[src/hdl/lrast_pkg.sv]
// ============================================================================
// Line rasterizer package
// Shared constants, register indexes, action codes and the layout size of a
// queued command word.
// ============================================================================
package lrast_pkg;

  // Default width of one signed coordinate.
  localparam int CoordBitsDefault = 12;

  // Fixed field widths.
  localparam int ColorBits  = 16;
  localparam int ScreenBits = 11;
  localparam int CfgIdxBits = 2;

  // Depth of the command queue between front and back.
  localparam int QueueDepth = 2;

  // Screen size after reset.
  localparam logic [ScreenBits-1:0] ScreenWidthReset  = ScreenBits'(240);
  localparam logic [ScreenBits-1:0] ScreenHeightReset = ScreenBits'(320);

  // Configuration register indexes.
  localparam logic [CfgIdxBits-1:0] RegScreenWidth  = CfgIdxBits'(0);
  localparam logic [CfgIdxBits-1:0] RegScreenHeight = CfgIdxBits'(1);

  // Input word actions.
  typedef enum logic {
    ACT_START = 1'b0,
    ACT_STEP  = 1'b1
  } action_e;

  // Bits of one queued command word for a given coordinate width: kind,
  // steep flag, three positions, two deltas, minor direction and color.
  function automatic int lrast_entry_bits(input int coord_bits);
    return 5 * coord_bits + ColorBits + 3;
  endfunction

endpackage

[src/hdl/line_rasterizer_unit.sv]
// ============================================================================
// Line rasterizer unit
// Bresenham line generator: start words load a line, step words emit pixels.
// ============================================================================
// Usage. Input words arrive on in_valid_i/in_ready_o. A word with action
// start (0) loads two signed endpoints and a color and produces no output;
// a start in the middle of a line abandons that line. A word with action
// step (1) produces one pixel word on out_valid_o/out_ready_i while a line
// is active, and nothing while idle. The pixel word carries the position,
// the color, an on-screen flag checked against the screen size registers
// and a mark on the final pixel, after which the unit is idle again.
// The screen size registers are written over cfg_valid_i/cfg_ready_o with an
// index (0 width, 1 height; other indexes are ignored); the user must do so
// only while the unit is idle, which it does not enforce. A step word passes
// through the command queue, then the output register. Throughput: one word
// per clock while the receiver takes each pixel, set by the single add,
// compare and correction of the back end's step; a start word also takes
// its turn there. When the receiver stalls, the output register holds its
// pixel, the back end stops stepping, the two-entry command queue fills and
// in_ready_o then drops. Reset empties the queue and the output register,
// clears the line state, and sets the screen to 240 by 320.
// ============================================================================
module line_rasterizer_unit import lrast_pkg::*; #(
  parameter int COORD_BITS = CoordBitsDefault
) (
  input  logic                          clk_i,
  input  logic                          rst_ni,
  input  logic                          cfg_valid_i,
  output logic                          cfg_ready_o,
  input  logic [CfgIdxBits-1:0]         cfg_index_i,
  input  logic [ScreenBits-1:0]         cfg_data_i,
  input  logic                          in_valid_i,
  output logic                          in_ready_o,
  input  logic                          action_i,
  input  logic signed [COORD_BITS-1:0]  x_start_i,
  input  logic signed [COORD_BITS-1:0]  y_start_i,
  input  logic signed [COORD_BITS-1:0]  x_end_i,
  input  logic signed [COORD_BITS-1:0]  y_end_i,
  input  logic [ColorBits-1:0]          line_color_i,
  output logic                          out_valid_o,
  input  logic                          out_ready_i,
  output logic signed [COORD_BITS-1:0]  pixel_x_o,
  output logic signed [COORD_BITS-1:0]  pixel_y_o,
  output logic [ColorBits-1:0]          pixel_color_o,
  output logic                          on_screen_o,
  output logic                          last_pixel_o
);

  localparam int EntryW = lrast_entry_bits(COORD_BITS);

  logic [ScreenBits-1:0] screen_width_q, screen_height_q;

  logic              front_valid, front_ready;
  logic [EntryW-1:0] front_data;
  logic              back_valid, back_ready;
  logic [EntryW-1:0] back_data;

  // Configuration writes are always taken.
  assign cfg_ready_o = 1'b1;

  always_ff @(posedge clk_i or negedge rst_ni) begin
    if (!rst_ni) begin
      screen_width_q  <= ScreenWidthReset;
      screen_height_q <= ScreenHeightReset;
    end else if (cfg_valid_i) begin
      unique case (cfg_index_i)
        RegScreenWidth:  screen_width_q  <= cfg_data_i;
        RegScreenHeight: screen_height_q <= cfg_data_i;
        default: ;
      endcase
    end
  end

  // Front end: classifies each word and does the start-time setup math.
  lrast_front #(
    .CB (COORD_BITS)
  ) u_front (
    .in_valid_i   (in_valid_i),
    .in_ready_o   (in_ready_o),
    .action_i     (action_i),
    .x_start_i    (x_start_i),
    .y_start_i    (y_start_i),
    .x_end_i      (x_end_i),
    .y_end_i      (y_end_i),
    .line_color_i (line_color_i),
    .cmd_valid_o  (front_valid),
    .cmd_ready_i  (front_ready),
    .cmd_data_o   (front_data)
  );

  // Command queue decoupling the two halves.
  lrast_queue #(
    .DATA_W (EntryW),
    .DEPTH  (QueueDepth)
  ) u_queue (
    .clk_i      (clk_i),
    .rst_ni     (rst_ni),
    .wr_valid_i (front_valid),
    .wr_ready_o (front_ready),
    .wr_data_i  (front_data),
    .rd_valid_o (back_valid),
    .rd_ready_i (back_ready),
    .rd_data_o  (back_data)
  );

  // Back end: line state, stepping and the output register.
  lrast_back #(
    .CB (COORD_BITS)
  ) u_back (
    .clk_i           (clk_i),
    .rst_ni          (rst_ni),
    .cmd_valid_i     (back_valid),
    .cmd_ready_o     (back_ready),
    .cmd_data_i      (back_data),
    .screen_width_i  (screen_width_q),
    .screen_height_i (screen_height_q),
    .out_valid_o     (out_valid_o),
    .out_ready_i     (out_ready_i),
    .pixel_x_o       (pixel_x_o),
    .pixel_y_o       (pixel_y_o),
    .pixel_color_o   (pixel_color_o),
    .on_screen_o     (on_screen_o),
    .last_pixel_o    (last_pixel_o)
  );

endmodule

[src/hdl/lrast_front.sv]
// ============================================================================
// Line rasterizer front end
// Classifies each input word and, for a start word, works out steepness,
// endpoint order, deltas and minor step direction.
// ============================================================================
module lrast_front import lrast_pkg::*; #(
  parameter int CB = CoordBitsDefault
) (
  input  logic                                  in_valid_i,
  output logic                                  in_ready_o,
  input  logic                                  action_i,
  input  logic signed [CB-1:0]                  x_start_i,
  input  logic signed [CB-1:0]                  y_start_i,
  input  logic signed [CB-1:0]                  x_end_i,
  input  logic signed [CB-1:0]                  y_end_i,
  input  logic [ColorBits-1:0]                  line_color_i,
  output logic                                  cmd_valid_o,
  input  logic                                  cmd_ready_i,
  output logic [lrast_entry_bits(CB)-1:0]       cmd_data_o
);

  typedef struct packed {
    action_e              kind;
    logic                 steep;
    logic [CB-1:0]        major_pos;
    logic [CB-1:0]        major_end;
    logic [CB-1:0]        minor_pos;
    logic [CB-1:0]        major_delta;
    logic [CB-1:0]        minor_delta;
    logic                 dir_neg;
    logic [ColorBits-1:0] color;
  } entry_t;

  logic signed [CB:0] dx, dy, adx, ady, major_raw, minor_raw;
  logic [CB-1:0]      a0, a1, b0, b1;
  logic               steep, swap;
  entry_t             entry;

  always_comb begin
    dx  = {x_end_i[CB-1], x_end_i} - {x_start_i[CB-1], x_start_i};
    dy  = {y_end_i[CB-1], y_end_i} - {y_start_i[CB-1], y_start_i};
    adx = dx[CB] ? -dx : dx;
    ady = dy[CB] ? -dy : dy;
    steep = ady > adx;

    major_raw = steep ? dy : dx;
    minor_raw = steep ? dx : dy;
    a0 = steep ? y_start_i : x_start_i;
    a1 = steep ? y_end_i   : x_end_i;
    b0 = steep ? x_start_i : y_start_i;
    b1 = steep ? x_end_i   : y_end_i;

    // The endpoints are swapped when the major coordinate falls.
    swap = major_raw[CB];

    entry.kind        = action_e'(action_i);
    entry.steep       = steep;
    entry.major_pos   = swap ? a1 : a0;
    entry.major_end   = swap ? a0 : a1;
    entry.minor_pos   = swap ? b1 : b0;
    entry.major_delta = steep ? ady[CB-1:0] : adx[CB-1:0];
    entry.minor_delta = steep ? adx[CB-1:0] : ady[CB-1:0];
    // Negative unless the ordered minor coordinate strictly rises.
    entry.dir_neg     = swap ? !minor_raw[CB] : (minor_raw[CB] || (minor_raw == '0));
    entry.color       = line_color_i;
  end

  assign cmd_valid_o = in_valid_i;
  assign in_ready_o  = cmd_ready_i;
  assign cmd_data_o  = entry;

endmodule

[src/hdl/lrast_queue.sv]
// ============================================================================
// Line rasterizer command queue
// A small register FIFO between the front end and the back end.
// ============================================================================
module lrast_queue import lrast_pkg::*; #(
  parameter int DATA_W = 8,
  parameter int DEPTH  = QueueDepth
) (
  input  logic              clk_i,
  input  logic              rst_ni,
  input  logic              wr_valid_i,
  output logic              wr_ready_o,
  input  logic [DATA_W-1:0] wr_data_i,
  output logic              rd_valid_o,
  input  logic              rd_ready_i,
  output logic [DATA_W-1:0] rd_data_o
);

  localparam int PW = (DEPTH > 1) ? $clog2(DEPTH) : 1;
  localparam int CW = $clog2(DEPTH + 1);

  logic [DATA_W-1:0] slot_q [DEPTH];
  logic [PW-1:0]     wr_ptr_q, rd_ptr_q;
  logic [CW-1:0]     count_q;
  logic              push, pop;

  assign wr_ready_o = (count_q != CW'(DEPTH));
  assign rd_valid_o = (count_q != '0);
  assign rd_data_o  = slot_q[rd_ptr_q];
  assign push       = wr_valid_i && wr_ready_o;
  assign pop        = rd_valid_o && rd_ready_i;

  always_ff @(posedge clk_i or negedge rst_ni) begin
    if (!rst_ni) begin
      wr_ptr_q <= '0;
      rd_ptr_q <= '0;
      count_q  <= '0;
    end else begin
      if (push) begin
        wr_ptr_q <= (wr_ptr_q == PW'(DEPTH - 1)) ? '0 : wr_ptr_q + 1'b1;
      end
      if (pop) begin
        rd_ptr_q <= (rd_ptr_q == PW'(DEPTH - 1)) ? '0 : rd_ptr_q + 1'b1;
      end
      if (push && !pop) begin
        count_q <= count_q + 1'b1;
      end else if (pop && !push) begin
        count_q <= count_q - 1'b1;
      end
    end
  end

  always_ff @(posedge clk_i) begin
    if (push) begin
      slot_q[wr_ptr_q] <= wr_data_i;
    end
  end

endmodule

[src/hdl/lrast_back.sv]
// ============================================================================
// Line rasterizer back end
// Holds the line state, runs one Bresenham step per step command and keeps
// the result in an output register.
// ============================================================================
module lrast_back import lrast_pkg::*; #(
  parameter int CB = CoordBitsDefault
) (
  input  logic                            clk_i,
  input  logic                            rst_ni,
  input  logic                            cmd_valid_i,
  output logic                            cmd_ready_o,
  input  logic [lrast_entry_bits(CB)-1:0] cmd_data_i,
  input  logic [ScreenBits-1:0]           screen_width_i,
  input  logic [ScreenBits-1:0]           screen_height_i,
  output logic                            out_valid_o,
  input  logic                            out_ready_i,
  output logic signed [CB-1:0]            pixel_x_o,
  output logic signed [CB-1:0]            pixel_y_o,
  output logic [ColorBits-1:0]            pixel_color_o,
  output logic                            on_screen_o,
  output logic                            last_pixel_o
);

  localparam int CmpW = (CB > ScreenBits) ? CB : ScreenBits;

  typedef struct packed {
    action_e              kind;
    logic                 steep;
    logic [CB-1:0]        major_pos;
    logic [CB-1:0]        major_end;
    logic [CB-1:0]        minor_pos;
    logic [CB-1:0]        major_delta;
    logic [CB-1:0]        minor_delta;
    logic                 dir_neg;
    logic [ColorBits-1:0] color;
  } entry_t;

  entry_t cmd;

  logic                 busy_q, steep_q, dir_neg_q;
  logic [CB-1:0]        major_pos_q, major_end_q, minor_pos_q;
  logic [CB-1:0]        major_delta_q, minor_delta_q;
  logic signed [CB:0]   err_q;
  logic [ColorBits-1:0] color_q;
  logic                 out_valid_q;

  logic                 out_free, do_start, do_step;
  logic [CB-1:0]        px, py;
  logic                 last, vis, x_in, y_in;
  logic signed [CB:0]   err_sub;

  assign cmd = entry_t'(cmd_data_i);

  // A step on an idle block is dropped without taking the output slot.
  assign out_free    = !out_valid_q || out_ready_i;
  assign cmd_ready_o = (cmd.kind == ACT_START) || !busy_q || out_free;
  assign do_start    = cmd_valid_i && (cmd.kind == ACT_START);
  assign do_step     = cmd_valid_i && (cmd.kind == ACT_STEP) && busy_q && out_free;

  always_comb begin
    px      = steep_q ? minor_pos_q : major_pos_q;
    py      = steep_q ? major_pos_q : minor_pos_q;
    last    = $signed(major_pos_q) >= $signed(major_end_q);
    x_in    = !px[CB-1] && (CmpW'(px[CB-2:0]) < CmpW'(screen_width_i));
    y_in    = !py[CB-1] && (CmpW'(py[CB-2:0]) < CmpW'(screen_height_i));
    vis     = x_in && y_in;
    err_sub = err_q - $signed({1'b0, minor_delta_q});
  end

  always_ff @(posedge clk_i or negedge rst_ni) begin
    if (!rst_ni) begin
      busy_q        <= 1'b0;
      steep_q       <= 1'b0;
      dir_neg_q     <= 1'b0;
      major_pos_q   <= '0;
      major_end_q   <= '0;
      minor_pos_q   <= '0;
      major_delta_q <= '0;
      minor_delta_q <= '0;
      err_q         <= '0;
      color_q       <= '0;
      out_valid_q   <= 1'b0;
    end else begin
      if (do_step) begin
        out_valid_q <= 1'b1;
      end else if (out_ready_i) begin
        out_valid_q <= 1'b0;
      end
      if (do_start) begin
        busy_q        <= 1'b1;
        steep_q       <= cmd.steep;
        dir_neg_q     <= cmd.dir_neg;
        major_pos_q   <= cmd.major_pos;
        major_end_q   <= cmd.major_end;
        minor_pos_q   <= cmd.minor_pos;
        major_delta_q <= cmd.major_delta;
        minor_delta_q <= cmd.minor_delta;
        err_q         <= $signed({2'b00, cmd.major_delta[CB-1:1]});
        color_q       <= cmd.color;
      end else if (do_step) begin
        if (last) begin
          busy_q <= 1'b0;
        end else begin
          major_pos_q <= major_pos_q + 1'b1;
          if (err_sub[CB]) begin
            minor_pos_q <= dir_neg_q ? minor_pos_q - 1'b1 : minor_pos_q + 1'b1;
            err_q       <= err_sub + $signed({1'b0, major_delta_q});
          end else begin
            err_q <= err_sub;
          end
        end
      end
    end
  end

  // Result payload; loaded only together with the valid flag.
  always_ff @(posedge clk_i) begin
    if (do_step) begin
      pixel_x_o     <= px;
      pixel_y_o     <= py;
      pixel_color_o <= color_q;
      on_screen_o   <= vis;
      last_pixel_o  <= last;
    end
  end

  assign out_valid_o = out_valid_q;

endmodule

[config.mk]
export PLATFORM = sky130hd
export DESIGN_NAME = line_rasterizer_unit
export DESIGN_NICKNAME = d
export VERILOG_FILES = /design/src/hdl/lrast_pkg.sv /design/src/hdl/line_rasterizer_unit.sv /design/src/hdl/lrast_front.sv /design/src/hdl/lrast_queue.sv /design/src/hdl/lrast_back.sv
export SDC_FILE = /design/constraint.sdc
export NUM_CORES = 1
export LEC_CHECK = 0
export BUFFER_PORTS_ARGS = -buffer_cell sky130_fd_sc_hd__buf_2
export CAP_MARGIN = 25
export CORE_MARGIN = 2
export CORE_UTILIZATION = 30
export DETAILED_ROUTE_END_ITERATION = 10
export PLACE_DENSITY = 0.52
export REMOVE_ABC_BUFFERS = 1
export SLEW_MARGIN = 0
export SYNTH_ARGS = -nofsm -noshare
export SYNTH_HDL_FRONTEND = slang
export SYNTH_SLANG_ARGS = --single-unit
[constraint.sdc]
create_clock -name clk_i -period 8.8 [get_ports clk_i]
set_input_delay 0.44 -clock clk_i [delete_from_list [all_inputs] [get_ports clk_i]]
set_output_delay 0.44 -clock clk_i [all_outputs]
set_load 0.02 [all_outputs]
Word-level counts from Yosys, hierarchy flattened --
Memory sizes are Yosys's and may differ from the RTL's. Index checks and enable logic that the tools add are counted.
Word-level totals: bits in writable memories 158, memories 1, output and inout port bits 45, register bits 161
Memory list:
- u_queue.slot_q | words 2, width 79, read ports 1, clocked after memory_dff 0, write ports 1, line lrast_queue.sv:22 | logic [DATA_W-1:0] slot_q [DEPTH];
Cells by class: reductions and logical operators 35, muxes and demuxes 39, equal/unequal tests 3, order comparisons 4, bitwise gates (word level) 1, add/subtract/negate cells 13
Operators by type and width (number):
- $mux W12 | 19
- $mux W13 | 8
- $neg A13 Y13 | 2
- $sub A12 B12 Y13 | 2
- $add A12 B1 Y12 const B | 2
- $lt A11 B11 Y1 | 2
- $add A13 B13 Y13 | 1
- $gt A13 B13 Y1 | 1
- $logic_not A13 Y1 | 1
- $sub A13 B13 Y13 | 1
- $ge A12 B12 Y1 | 1
- $reduce_bool A2 Y1 | 6
- $sub A12 B1 Y12 const B | 1
- $logic_and A1 B1 Y1 | 11
- $mux W1 | 10
- $reduce_and A2 Y1 | 4
- $logic_not A1 Y1 | 7
- $logic_or A1 B1 Y1 | 4
- $mux W2 | 2
- $reduce_and A3 Y1 | 1
- $add A1 B1 Y1 const B | 2
- $add A2 B1 Y2 const B | 1
- $eq A2 B1 Y1 const B | 1
- $logic_not A2 Y1 | 1
- other kinds (4) | 4

Depth between registers and ports, before layout --
word-level depth 8, mapped depth 22, mapped depth without buffers 20

By module --
A second synthesis with hierarchy kept.
Unflattened totals: cell total of the unflattened synthesis 1703, area total of the unflattened synthesis 18740.5 um^2
By module, submodules not included:
- lrast_back | cells an instance 833, area an instance 7973.9 um^2, instances 1, seq. area each 3588.4 um^2
- lrast_queue | cells an instance 264, area an instance 6296.0 um^2, instances 1, seq. area each 4844.6 um^2
- lrast_front | cells an instance 556, area an instance 3614.7 um^2, instances 1, seq. area each 0.0 um^2
- line_rasterizer_unit | cells an instance 50, area an instance 855.8 um^2, instances 1, seq. area each 558.0 um^2

Worst setup path before layout --
No wires, ideal clock.
path kind input to register, from input y_end_i[0], to memory u_queue.slot_q[0][56] (netlist bit) (data pin), stages on the path 21, required time 8.524 ns, arrival time 4.486 ns, library setup time 0.276 ns, setup slack 4.038 ns, cells stage by stage inv_1 -> ha_1 -> fa_1 -> nand2b_1 -> a211oi_1 -> o221ai_1 -> a41oi_1 -> buf_2 -> nor2_1 -> xor2_1 -> inv_1 -> ha_1 -> a21o_1 -> a21o_1 -> a21oi_1 -> or2_2 -> a21oi_1 -> clkbuf_1 -> clkbuf_1 -> clkbuf_1 -> a21oi_1
Between the ends: word-level cells in the longest chain between the ends 6, elaborated cells on any way between the ends 8, those cells by class 2 x add/sub; 1 x order compare; 5 x mux
Ends and longest elaborated chain:
- from (decl) | line line_rasterizer_unit.sv:38 | input logic signed [COORD_BITS-1:0] y_end_i,
- $sub A12 B12 Y13 * | line lrast_front.sv:41 | dy = {y_end_i[CB-1], y_end_i} - {y_start_i[CB-1], y_start_i};
- $neg A13 Y13 | line lrast_front.sv:43 | ady = dy[CB] ? -dy : dy;
- $mux W13 | line lrast_front.sv:43
- $gt A13 B13 Y1 | line lrast_front.sv:44 | steep = ady > adx;
- $mux W12 (tied with other cells) | line lrast_front.sv:49 | a1 = steep ? y_end_i : x_end_i;
- $mux W12 * | line lrast_front.sv:59 | entry.major_end = swap ? a0 : a1;
- named net front_data[56] | line line_rasterizer_unit.sv:54 | logic [EntryW-1:0] front_data;
- to (decl) | line lrast_queue.sv:22
Mark *: on every way through the listed nets, which the timed path passes. The rest lies on a longest branch.

Worst setup path in the final report --
from input y_end_i[0], to memory u_queue.slot_q[0][16] (netlist bit) (data pin)
Between the ends: word-level cells in the longest chain between the ends 8, elaborated cells on any way between the ends 10, those cells by class 2 x add/sub; 1 x order compare; 4 x mux; 3 x reduce/logical
Ends and longest elaborated chain:
- $sub A12 B12 Y13 * | line lrast_front.sv:41
- $neg A13 Y13 | line lrast_front.sv:43
- $mux W13 | line lrast_front.sv:43
- $gt A13 B13 Y1 | line lrast_front.sv:44
- $mux W13 | line lrast_front.sv:47 | minor_raw = steep ? dx : dy;
- $logic_not A13 Y1 | line lrast_front.sv:64 | entry.dir_neg = swap ? !minor_raw[CB] : (minor_raw[CB] || (minor_raw == '0));
- $logic_or A1 B1 Y1 | line lrast_front.sv:64
- $mux W1 * | line lrast_front.sv:64
- named net front_data[16] | line line_rasterizer_unit.sv:54
Marked as above.

==> flow_metrics.py <==
metrics = {
    "worst_setup_path": {
        "critical-path-top-delay-family": "compound AO/OA/AOI/OAI gates",
        "path_buf_inv": 5,
        "endpoint_kind": "flop",
        "path_cells": "buf_2 -> inv_1 -> ha_1 -> fa_1 -> nand2b_1 -> a211oi_1 -> o221ai_1 -> a41oi_4 -> buf_4 -> nor2_1 -> xnor2_1 -> inv_1 -> ha_1 -> and3_1 -> o21ai_0 -> nand2_1 -> a221oi_1 -> a21oi_4 -> clkinv_1 -> o41a_1 -> a31oi_1",
        "path_max_fanout": 54,
        "cp.depth": 21,
        "r2r_slack_ps": 4830,
        "critical_path_class": "in -> reg",
        "endpoint": "u_queue.slot_q[0][16]",
        "slowest_delay_ps": 640,
        "cp.required_ps": 9150,
        "reg2reg_from": "u_back.err_q[0]",
        "critPathLaunch": "y_end_i[0]",
        "reg2reg_depth": 15,
        "cp.arrival_ps": 6220,
        "reg2reg_to": "u_back.err_q[12]",
        "slowest_stage": "buf_4",
        "crit_path_start_kind": "input pin",
    },
    "sta": {
        "slew_headroom": 0.354,
        "fmax_ghz": 0.170,
        "fin_crit_sh": 0.667,
        "setup_viol": 0,
        "rsz0062_at_grt": "false",
        "fin_crit_ps": 5870,
        "timing.setup.tns_ps": 0,
        "hold_viol": 0,
        "worst_pin_slew_ps": 970,
        "finalMaxSlewViolations": 0,
        "fin_skew_ps": 26.3,
    },
    "finish": {
        "final_util": 0.351,
        "areaGrowthSynthToFinish_pct": 15.3,
        "finalNonFillerCells": 2564,
        "fin_nets": 1957,
        "final_area_um2": 20800,
        "drive_above_1_share": 0.156,
    },
    "clocking": {
        "clock_sinks": 319,
        "clock_path_buffers": 3,
        "clk_latency_ps": 550,
        "cts_root_buffer": "clkbuf_16",
        "clk_pin_slew_ps": 60,
        "numCtsBuffers": 37,
        "cts_resized": 0,
        "htreeDepth": 2,
        "cts_tree": "yes",
        "cts_setup_buffers": 0,
    },
    "outcome": {
        "outcome": "finished clean",
    },
    "logic_synthesis": {
        "ys_types": 79,
        "syn_avg_cell_area_um2": 10.9,
        "synth.most_common_cell": "edfxtp_1",
        "netlist_instances": 1653,
        "synth-seq-cells": 319,
        "synthTopCellsByArea": "edfxtp_1 (33%), dfrtp_1 (16%), ha_1 (7.4%)",
        "synth_flop_cell": "edfxtp_1",
        "synth.top_cells.by_count": "edfxtp_1 (200), nand2_1 (132), mux2i_1 (120), dfrtp_1 (113), nor2_1 (109)",
        "netlist.area_leader.share": 0.333,
        "yosysWarnings": 0,
        "syn_area_um2": 18000,
        "yosysSeqAreaShare": 0.498,
        "ys_async_sr_fraction": 0.373,
        "synth_edf_count": 200,
        "post-synth-top-area-cell": "edfxtp_1",
    },
    "routing": {
        "detail_route.iter0.violations": 909,
        "first_pass_iters": 6,
        "vias": 12830,
        "routed_wirelength_um": 47100,
        "drc": 0,
        "ant_nets": 0,
        "via_per_inst": 5.00,
        "wl_per_cell_um": 18.4,
    },
    "power": {
        "power_mw": 8.76,
        "p_leak_nw": 8.62,
        "power_density_nw_per_um2": 421,
        "vdd_ir_drop_max_mv": 0.210,
    },
    "die": {
        "io_pins": 128,
        "die_w_um": 249,
        "die_area_um2": 62100,
        "core-area_um2": 59200,
        "chipHeight_um": 249,
        "start_util": 0.305,
        "rows": 89,
    },
    "global_route": {
        "grt_start_max_net_pins": 100,
        "grt.total_usage": 0.150,
        "grt_pass1_vias": 12555,
        "grt_antenna_before_repair": 2,
        "grt_pass1_wl_um": 73500,
        "gr-total-overflow": 0,
    },
    "place": {
        "place_area_um2": 19500,
        "gp_congestion": 0.859,
        "port_buffers": 126,
        "dpl.hpwl_um": 34400,
        "dp.cells": 2493,
    },
    "worst_hold_path": {
        "worstHoldStart": "line_color_i[0]",
        "hold_path.class": "in -> reg",
    },
    "run": {
        "max_cap_violations": 0,
    },
}
## per-layer routing
layer | up-vias | global-route usage | part of all wire
met5 | - | 0 | 0
met3 | 42 | 0.0208 | 0.044
met2 | 275 | 0.235 | 0.44
li1 | 6288 | - | -
met1 | 6225 | 0.218 | 0.50
met4 | 0 | 0.0382 | 0.016
## worst min-delay path by stage
stage / cells past startpoint / endpoint / slack [ps]
2_1_floorplan: 0 / screen_height_q[0] / 140
3_3_place_gp: 0 / u_back.pixel_color_o[3] / 430
3_5_place_dp: 0 / u_back.pixel_color_o[8] / 430
4_1_cts: 1 / u_queue.slot_q[0][0] / 40
5_1_grt: 1 / u_queue.slot_q[0][2] / 50
6_report: 1 / u_queue.slot_q[0][0] / 80
## sequential cells by signal, summed over array words and instances, names as in the netlist
signal,count
screen_height_q,11
screen_width_q,11
u_back.busy_q,1
u_back.color_q,16
u_back.dir_neg_q,1
u_back.err_q,13
u_back.last_pixel_o,1
u_back.major_delta_q,12
u_back.major_end_q,12
u_back.major_pos_q,12
u_back.minor_delta_q,12
u_back.minor_pos_q,12
u_back.on_screen_o,1
u_back.out_valid_o,1
u_back.pixel_color_o,16
u_back.pixel_x_o,12
u_back.pixel_y_o,12
u_back.steep_q,1
u_queue.count_q,2
u_queue.rd_ptr_q,1
u_queue.slot_q,158
u_queue.wr_ptr_q,1
## cells by family (layout without fill, tap and decap cells)
group,after synthesis,after routing,share of synthesized area
compound gates,404,404,0.150
xor+xnor,69,69,0.0350
fa+ha+maj,112,112,0.0798
buf+inv,182,319,0.0402
flops,319,319,0.498
mux,153,153,0.0872
other cells,1,2,0.000208
simple gates,413,413,0.109
## stage by stage
stage	hold slack [ps]	setup WS [ps]
after floorplan	144	-4420
after global placement	432	2530
after detailed placement	435	2400
after CTS	42.7	2960
after global routing	53.3	2370
final	75.6	2930
## worst reg2reg max path: cells and delay by family (launching register included)
family,cells,cell delay [ps]
flops,1,350
compound gates,8,2220
fa+ha+maj,3,930
simple gates,1,90
xor+xnor,1,180
buf+inv,2,130
## layout by cell type, fill, tap and decap left out, types with 10 or more instances in the layout
master,n
a211oi_1,53
a21o_1,31
a21oi_1,87
a31oi_1,18
and2_1,29
and3_1,12
buf_2,125
buf_4,16
clkbuf_16,38
dfrtp_1,112
edfxtp_1,200
ha_1,107
inv_1,105
mux2_2,33
mux2i_1,120
nand2_1,132
nand2b_1,11
nand3_1,23
nand4_1,10
nor2_1,108
nor2b_1,17
nor3_1,20
o211ai_1,14
o21a_1,12
o21ai_0,98
o221ai_1,11
xnor2_1,40
xor2_1,27
## timing repair
item,CTS,global route
endpoints found under the setup margin,0,0
hold buffers,1,0
hold endpoints to repair,43,0
## area by class of cell
class,count,area [µm²]
fill,5944,38400
sequential,319,8990
multi-input combinational,1152,8390
clock buffer,47,1010
tap,773,967
timing repair buffer,145,822
inverter,107,402
clock inverter,20,200
antenna,1,2.50
## report_power, final
| group | total (mW) | internal [mW] | leakage (nW) | switching (mW) |
|---|---|---|---|---|
| Sequential | 2.74 | 2.40 | 3.28 | 0.335 |
| Combinational | 4.49 | 1.78 | 4.74 | 2.71 |
| Clock | 1.53 | 0.910 | 0.593 | 0.624 |
| Total | 8.76 | 5.09 | 8.62 | 3.67 |
No activity file was read; power rests on OpenSTA's default activity.
